## src/rtl/metropolis_lennard_jones_sweep_defines.svh

```systemverilog
// Assertion macros for the Metropolis Lennard-Jones sweep block.
// Depends on nothing; included by the top level.
`ifndef METROPOLIS_LENNARD_JONES_SWEEP_DEFINES_SVH
`define METROPOLIS_LENNARD_JONES_SWEEP_DEFINES_SVH
`ifndef SYNTH
`define MLJ_ASSERT_IMP(label, clk, rst_n, a, c) \
    label: assert property (@(posedge clk) disable iff (!rst_n) (a) |-> (c)) \
        else $error("assertion failed");
`define MLJ_ASSERT_NXT(label, clk, rst_n, a, c) \
    label: assert property (@(posedge clk) disable iff (!rst_n) (a) |=> (c)) \
        else $error("assertion failed");
`else
`define MLJ_ASSERT_IMP(label, clk, rst_n, a, c)
`define MLJ_ASSERT_NXT(label, clk, rst_n, a, c)
`endif
`endif

```

## src/rtl/mlj_pkg.sv

```systemverilog
// Shared types and constants for the Metropolis Lennard-Jones sweep block.
// Depends on nothing.
package mlj_pkg;
    localparam int NumParticles = 20;
    localparam int FracBits = 16;
    localparam int IdxW = 6;
    localparam int PosW = 20;
    localparam logic [29:0] PotCap = 30'h3FFF_FFFF;
    localparam logic [1:0] CFG_MAX_STEP = 2'd0;
    localparam logic [1:0] CFG_KT = 2'd1;
    localparam logic [1:0] CFG_BOX = 2'd2;

    // controller to datapath commands
    typedef struct packed {
        logic start;      // latch request, form trial
        logic pair_ld;    // load operands for pair step
        logic pair_op;    // run one arithmetic step
        logic exp_op;     // ratio/accept phase step
        logic commit;     // write back, update accum
    } t_cmd;

    typedef struct packed {
        logic step_done;
    } t_sts;

    // reset lattice positions, modulo box 5.6 (367002)
    function automatic logic [PosW-1:0] lat_x(input int i);
        longint col;
        longint v;
        col = 2 * (i % 5) + i / 5;
        v = (367002 * col / 10) % 367002;
        return v[PosW-1:0];
    endfunction

    function automatic logic [PosW-1:0] lat_y(input int i);
        longint v;
        v = (367002 * 87 * (i / 5) / 500) % 367002;
        return v[PosW-1:0];
    endfunction
endpackage

```

## src/rtl/mlj_ctrl.sv

```systemverilog
// Sequencer for one Metropolis move.
// Depends on mlj_pkg.
module mlj_ctrl (
    input  logic          i_clk,
    input  logic          i_rst_n,
    input  logic          i_valid,
    output logic          o_stall,
    output logic          o_valid,
    input  logic          i_stall,
    input  mlj_pkg::t_sts i_sts,
    output mlj_pkg::t_cmd o_cmd
);
    typedef enum logic [4:0] {
        S_IDLE = 5'b00001,
        S_LOAD = 5'b00010,
        S_PAIR = 5'b00100,
        S_EXP  = 5'b01000,
        S_OUT  = 5'b10000
    } t_state;

    t_state r_state, n_state;

    // advance state
    always_ff @(posedge i_clk) begin
        if (!i_rst_n) begin
            r_state <= S_IDLE;
        end else begin
            r_state <= n_state;
        end
    end

    always_comb begin
        n_state = r_state;
        o_cmd = '0;
        case (r_state)
            S_IDLE: begin
                if (i_valid) begin
                    o_cmd.start = 1'b1;
                    n_state = S_LOAD;
                end
            end
            S_LOAD: begin
                o_cmd.pair_ld = 1'b1;
                n_state = S_PAIR;
            end
            S_PAIR: begin
                o_cmd.pair_op = 1'b1;
                if (i_sts.step_done) begin
                    n_state = S_EXP;
                end
            end
            S_EXP: begin
                o_cmd.exp_op = 1'b1;
                if (i_sts.step_done) begin
                    o_cmd.commit = 1'b1;
                    n_state = S_OUT;
                end
            end
            S_OUT: begin
                if (!i_stall) begin
                    n_state = S_IDLE;
                end
            end
            default: n_state = S_IDLE;
        endcase
    end

    assign o_stall = (r_state != S_IDLE);
    assign o_valid = (r_state == S_OUT);
endmodule

```

## config.mk

```make
export PLATFORM = sky130hd
export DESIGN_NAME = mlj_ctrl
export DESIGN_NICKNAME = d
export VERILOG_FILES = /design/src/rtl/metropolis_lennard_jones_sweep_defines.svh /design/src/rtl/mlj_pkg.sv /design/src/rtl/mlj_ctrl.sv
export SDC_FILE = /design/constraint.sdc
export NUM_CORES = 1
export LEC_CHECK = 0
export BUFFER_PORTS_ARGS = -buffer_cell sky130_fd_sc_hd__buf_2
export CAP_MARGIN = 0
export CORE_AREA = 10 10 47 49
export DETAILED_ROUTE_END_ITERATION = 6
export DIE_AREA = 0 0 57 59
export PLACE_DENSITY = 0.47
export SYNTH_ARGS = -nofsm -noshare
export SYNTH_HDL_FRONTEND = slang
export SYNTH_SLANG_ARGS = --single-unit
export TNS_END_PERCENT = 1
```

## constraint.sdc

```tcl
create_clock -name i_clk -period 1.4 [get_ports i_clk]
set_clock_uncertainty 0.15 [all_clocks]
set_input_delay 0.07 -clock i_clk [delete_from_list [all_inputs] [get_ports i_clk]]
set_output_delay 0.07 -clock i_clk [all_outputs]
set_load 0.03 [all_outputs]
```

# Yosys cells after proc, flatten, opt, wreduce, memory -nomap -nowiden
# Cells that the tools add are included.
# word_totals
register_bits,5
inputBits,5
output_inout_bits,7
wordCells,23
# op_classes
eq_ne,10
n_mux,11
reduce_logical,1
# op_table
op,n
5-bit case mux with 5 select lines,1
5-bit 2-to-1 mux,4
2-bit inequality test (second input constant),4
5-bit by 1-bit equality test with 1-bit output (second input constant),1
5-bit by 2-bit equality test with 1-bit output (second input constant),1
5-bit by 3-bit equality test with 1-bit output (second input constant),1
5-bit by 4-bit equality test with 1-bit output (second input constant),1
5-bit equality test (second input constant),1
1-bit 2-to-1 mux,5
5-bit by 1-bit inequality test with 1-bit output (second input constant),1
4-bit AND reduction,1
2-bit 2-to-1 mux,1

# Logic depth before layout (Yosys ltp)
# Gate-level depths: netlist (run 1).
# logic_depth
depth_word,3
depth_mapped,4
depth_no_buf,4

# Least setup slack after synthesis (run 1)
# OpenSTA, ideal clock, no wires.
# synth_timing
path_kind,register to register
from,register r_state[2]
to,register r_state[2]
setup_ns,0.059
arrival_ns,1.405
t_required_ns,1.191
slack_ns,-0.214
path_stages_with_launch,4
path_buffers,0
synth_period_minus_slack_ns,1.614
path_cell_list,dfxtp_1 -> or3_4 -> nor3b_2 -> o21a_1
# synth_via
elab_chain_len,3
word_cells_on_any_way,11
classes_between,eq/ne: 9; mux: 1; reduce/logical: 1
# synth_rtl
item,line_no,source
from (decl),mlj_ctrl.sv:21,"t_state r_state, n_state;"
from (signal assigned),mlj_ctrl.sv:28,r_state <= n_state;
"5-bit by 3-bit equality test with 1-bit output, or another cell as far along",mlj_ctrl.sv:35,case (r_state)
2-bit inequality test (no line),--,
4-bit AND reduction (no line),--,
# Parallel ways exist; a longest one is shown, timed or not.
# A chain may end at the register's enable or synchronous reset.

==> results.md, run 1 <==
- EDFF count, synth: 0
- Residual DRC: 0
- Post-route minimum period: 1.68 ns
- Syn Nets: 42
- Adder-Cell Fraction of Synth Area: 0
- Post-CTS setup buffer count: 0
- Initial antenna violation count: 0
- Worst hold slack: -0.000252 ns
- Core Box Area: 0.00140 sq mm
- WP data arrival: 1.46 ns
- Predominant post-synthesis flop cell: dfxtp_1
- VDD IR max: 0.504 mV
- Mux cell area share after synthesis: 0
- Clock power frac: 0.326
- Final Instance Area: 582 sq um
- Deepest clock path buffer count: 2
- Setup ws final: -0.283 ns
- Hold path start: i_sts
- Post-synth ARST share: 0
- Post-DRT Antenna Nets: 0
- RSZ-0062 raised after global routing: yes
- CTS Sinks: 5
- Drt total wl: 899 um
- Nets: 65
- Vias: 340
- Total track usage: 0.0548
- Int Pwr: 0.347 mW
- Sequential share of the synthesized area: 0.295
- CP required: 1.18 ns
- Largest regs: r_state x5
- Hold crit path type: input pin to flip-flop
- Pleak: 0.251 nW
- Switching power: 0.154 mW
- Final antenna diode count: 0
- R2R Path Start: r_state[0]$_SDFFE_PN1P_
- Worst reg-to-reg setup slack: 0.03 ns
- Commonest non-fill, non-tap cell in the layout: buf_6
- Area grow syn2layout: 71.6%
- Vias per std cell: 4.53
- Synth Area in XOR/XNOR: 0.0258
- Initial Util: 0.242
- Synth area leaders: dfxtp_1 30%, or3_4 6.6%, o31ai_4 6.3%
- Max reg flops: 5
- Die area: 0.00336 sq mm
- CTS H-tree lvls: 1
- Largest net degree at the start of global routing: 6
- Reg with most FFs: r_state
- Syn. warnings: 0
- Final Max Tran Viols: 0
- Wire length per cell: 12.0 um
- 1st-iter DRT viols: 6
- Area leader, netlist: dfxtp_1
- Design Power: 0.501 mW
- Share of layout cells above drive strength 1: 0.610
- Hold depth: 3
- Sequential power share: 0.331
- Syn Std Cell Area: 339 sq um
- TritonCTS clock tree: done
- Gate Count Post-Synth: 37
- Worst Max-Slew Pin Slew: 0.224 ns
- Hold Path End: r_state[4]$_SDFFE_PN0P_
- Hold Vio Cnt, Final: 1
- Switching Share: 0.308
- CTS buffer count: 3
- Place WS: -0.0878 ns
- Critical path type: flip-flop to output pin
- Worst Setup End Kind: output pin
- Simple-Gate Fraction of Synth Area: 0.461
- Netlist cell types: 23
- Post-synthesis compound-gate area fraction: 0.196
- Failing checks: hold timing, setup timing
- CP Max Fanout: 3
- Outcome: complete, but fails checks
- FMAX: 594 MHz
- Final HPWL from detailed placement: 702 um
- Gr ovfl total: 0
- I/O pins: 12
- Reg2reg end: r_state[0]$_SDFFE_PN1P_
- Cell Pwr Density: 862 mW/mm^2
- Syn avg cell area: 9.16 sq um
- Final setup fails: 6
- Comb pwr share: 0.343
- Cell Area, Placed: 459 sq um
- Number of max-cap violations: 0
- Port Buffer Count: 11
- Router iterations before antenna repair: 4
- Relative slew slack: 0.850
- Clock Latency Late Sink: 0.24 ns
- Num rows: 14
- Global-route wire length before repair: 1.47 mm
- Die height: 59 um
- Root buffer cell: clkbuf_4
- Tcrit/Tclk final: 1.20
- Die X: 57 um
- Synth top area share: 0.295
- Number of global-route vias before repair: 372
- Reg2reg path depth: 3
- Main combinational cell family by area after synthesis: simple AND/OR/NAND/NOR gates
- Flop and latch count out of synthesis: 5
- Final Wtd Congestion: 0.700
- Most frequent cells in the layout: 8 x buf_6, 4 x buf_2, 4 x buf_4
- Startpoint Class: flip-flop
- CTS clk-pin slew, worst paths: 0.04 ns
==> what timing repair did <==
item / CTS / global route
pin swaps: 2 / 2
endpoints found under the setup margin: 8 / 9
gates resized for setup: 18 / 6
endpoints found under the hold margin: 5 / 0
hold buffers: 2 / 0
==> cell families after synthesis <==
kind of cell | Yosys count
AO/OA/AOI/OAI | 7
AND/OR/NAND/NOR | 22
flip-flops | 5
XOR/XNOR | 1
buffers and inverters | 2
==> per-stage QoR <==
stage | TNS (ns) | hold slack, ns | util | instances
3_3_place_gp | -0.111 | 0.147 | 0.328 | 69
2_1_floorplan | -0.123 | -0.0140 | - | 37
3_5_place_dp | -0.106 | 0.147 | 0.328 | 69
4_1_cts | -0.935 | 0.0254 | 0.400 | 75
5_1_grt | -1.19 | 0.0237 | 0.415 | 75
6_report | -0.853 | -0.000252 | 0.415 | 75
==> worst max path at each step <==
stage | endpoint | cells past startpoint | startpoint | slack, ns
floorplan | r_state[2]$_SDFFE_PN0P_ | 3 | r_state[2]$_SDFFE_PN0P_ | -0.05
global placement | o_cmd[4] | 4 | r_state[2]$_SDFFE_PN0P_ | -0.08
detailed placement | o_cmd[4] | 4 | r_state[2]$_SDFFE_PN0P_ | -0.09
CTS | o_cmd[4] | 4 | r_state[2]$_SDFFE_PN0P_ | -0.30
global route | o_cmd[4] | 4 | r_state[2]$_SDFFE_PN0P_ | -0.34
finish | o_cmd[4] | 4 | r_state[2]$_SDFFE_PN0P_ | -0.28
==> per-layer routing <==
layer / vias to the layer above / global-route usage / routed length, um
li1: 174 / - / -
met1: 159 / 0.0473 / 364
met2: 7 / 0.0992 / 490
met3: 0 / 0.0236 / 43
met4: 0 / 0.0403 / 0
met5: - / 0 / 0
==> power groups by stage <==
stage                     registers [mW]  clock network [mW]  logic (mW)
after floorplan                    0.167                   0      0.0941
after global placement             0.165                   0       0.144
after detailed placement           0.165                   0       0.142
after CTS                          0.164               0.169       0.168
after global routing               0.167               0.176       0.185
final                              0.166               0.164       0.172
==> critical path: stages, from the launching register on <==
cell     delay (ns)
dfxtp_1        0.30
or3_4          0.41
nor3b_4        0.22
and2_2         0.18
buf_6          0.12
==> synth_stat cells, drive strengths merged, types with 2 or more instances <==
cell type and n:
dfxtp 5, nor2 4, and3 3, nand2 3, and2 2, inv 2, nor2b 2, nor3b 2
o21ai 2, or3 2
==> area by class of cell <==
class	count	area, sq um
Clock buffer	4	26.3
Fill cell	146	820
Inverter	2	7.51
Multi-Input combinational cell	30	265
Sequential cell	5	103
Tap cell	16	20.0
Timing Repair Buffer	18	160
No activity file was read; power rests on OpenSTA's default activity.
==> run 2, diff against run 1 <==
--- a/config.mk
+++ b/config.mk
@@ -6,10 +6,10 @@
 export NUM_CORES = 1
 export LEC_CHECK = 0
 export BUFFER_PORTS_ARGS = -buffer_cell sky130_fd_sc_hd__buf_2
-export CAP_MARGIN = 0
 export CORE_AREA = 10 10 47 49
 export DETAILED_ROUTE_END_ITERATION = 6
 export DIE_AREA = 0 0 57 59
+export HOLD_SLACK_MARGIN = 0.06
 export PLACE_DENSITY = 0.47
 export SYNTH_ARGS = -nofsm -noshare
 export SYNTH_HDL_FRONTEND = slang
==> results.md, run 2 (synthesized netlist as in run 1, its figures left out) <==
- Outcome: complete, but fails checks
- Failing checks: setup timing
- FMAX: 594 MHz
- Wire length per cell: 11.7 um
- Clock Latency Late Sink: 0.24 ns
- CTS buffer count: 3
- Hold path start: i_stall
- Tcrit/Tclk final: 1.20
- Core Box Area: 0.00140 sq mm
- Cell Pwr Density: 850 mW/mm^2
- Commonest non-fill, non-tap cell in the layout: buf_6
- Number of fill cells: 141
- CP required: 1.18 ns
- Max reg flops: 5
- Hold depth: 3
- Die area: 0.00336 sq mm
- Total track usage: 0.0561
- CTS H-tree lvls: 1
- Final Max Tran Viols: 0
- Num rows: 14
- Cell Area, Placed: 459 sq um
- Area grow syn2layout: 74.5%
- Hold Vio Cnt, Final: 0
- GRT Max-Usage Layer: met2
- Vias: 344
- Relative slew slack: 0.850
- Post-DRT Antenna Nets: 0
- Pleak: 0.256 nW
- Vias per std cell: 4.53
- Router iterations before antenna repair: 4
- Die X: 57 um
- Global-route wire length before repair: 1.51 mm
- Nets: 66
- Initial antenna violation count: 0
- Critical path origin: r_state[2]$_SDFFE_PN0P_
- Final Instance Area: 592 sq um
- Hold crit path type: input pin to flip-flop
- Met1 GRT Util: 0.0461
- Reg with most FFs: r_state
- 1st-iter DRT viols: 6
- Dpl cells: 69
- CTS clk-pin slew, worst paths: 0.04 ns
- I/O pins: 12
- M2 GR Usage: 0.104
- Deepest clock path buffer count: 2
- Design Power: 0.503 mW
- Initial Util: 0.242
- Critical path type: flip-flop to output pin
- R2R Path Start: r_state[0]$_SDFFE_PN1P_
- Largest net degree at the start of global routing: 6
- Number of global-route vias before repair: 372
- Worst reg-to-reg setup slack: 0.02 ns
- TritonCTS clock tree: done
- Drt total wl: 891 um
- Die height: 59 um
- Setup ws final: -0.282 ns
- Gr ovfl total: 0
- Post-route minimum period: 1.68 ns
- Setup TNS: -0.838 ns
- Final HPWL from detailed placement: 702 um
- Number of max-cap violations: 0
- Worst Setup End Kind: output pin
- Place WS: -0.0878 ns
- Most frequent cells in the layout: 8 x buf_6, 4 x buf_2, 4 x buf_4
- Share of layout cells above drive strength 1: 0.600
- WP data arrival: 1.46 ns
- CTS Sinks: 5
- RSZ-0062 raised after global routing: yes
- Final setup fails: 6
- VDD IR max: 0.504 mV
- M3 GR Usage: 0.0258
- Final antenna diode count: 0
- Root buffer cell: clkbuf_4
- Residual DRC: 0
- Largest regs: r_state x5
- Startpoint Class: flip-flop
- Reg2reg end: r_state[0]$_SDFFE_PN1P_
- Worst Max-Slew Pin Slew: 0.224 ns
- Final Wtd Congestion: 0.700
- Reg2reg path depth: 3
- Util after Layout: 0.422
- Worst hold slack: 0.0942 ns
- Hold Path End: r_state[4]$_SDFFE_PN0P_
- Post-route insts no fill: 76
- Port Buffer Count: 11
- CP Max Fanout: 3
==> run 2: changes by cell type in the layout (fill, tap and decap cells not counted), sizes merged <==
| cell | previous run | this run |
|---|---|---|
| dlygate4sd3 | 2 | 3 |
==> run 2: timing repair <==
action / CTS / global route
buffers inserted: 0 / 0
hold buffers: 3 / 0
pin swaps: 2 / 2
endpoints found under the setup margin: 8 / 9
hold endpoints to repair: 5 / 0
resized for setup: 18 / 6
==> run 2: metal layers <==
metal | vias up | part of all wire
li1 | 176 | -
met3 | 0 | 0.058
met4 | 0 | 0
met5 | - | 0
met2 | 7 | 0.55
met1 | 161 | 0.39
==> run 2: power by group <==
group          internal [mW]  leakage, nW  total [mW]  switching [mW]
clock                  0.108       0.0150       0.163          0.0558
combinational         0.0889        0.200       0.174          0.0851
sequential             0.152       0.0410       0.166          0.0134
==> run 2: critical path: stages (launching register included) <==
cell and delay, ns:
dfxtp_1 0.30, or3_4 0.41, nor3b_4 0.22, and2_2 0.18, buf_6 0.12
==> run 2: worst max path at each step <==
stage | cells after the start | end | slack [ns]
4_1_cts | 4 | o_cmd[4] | -0.30
5_1_grt | 4 | o_cmd[4] | -0.34
3_5_place_dp | 4 | o_cmd[4] | -0.09
2_1_floorplan | 3 | r_state[2]$_SDFFE_PN0P_ | -0.05
6_report | 4 | o_cmd[4] | -0.28
3_3_place_gp | 4 | o_cmd[4] | -0.08
==> run 2: layout make-up <==
class                      instances  area [sq um]  area share
clock buffer                       4          26.3      0.0444
multi-input combinational         30           265       0.448
sequential                         5           103       0.173
inverter                           2          7.51      0.0127
tap                               16          20.0      0.0338
timing repair buffer              19           170       0.288
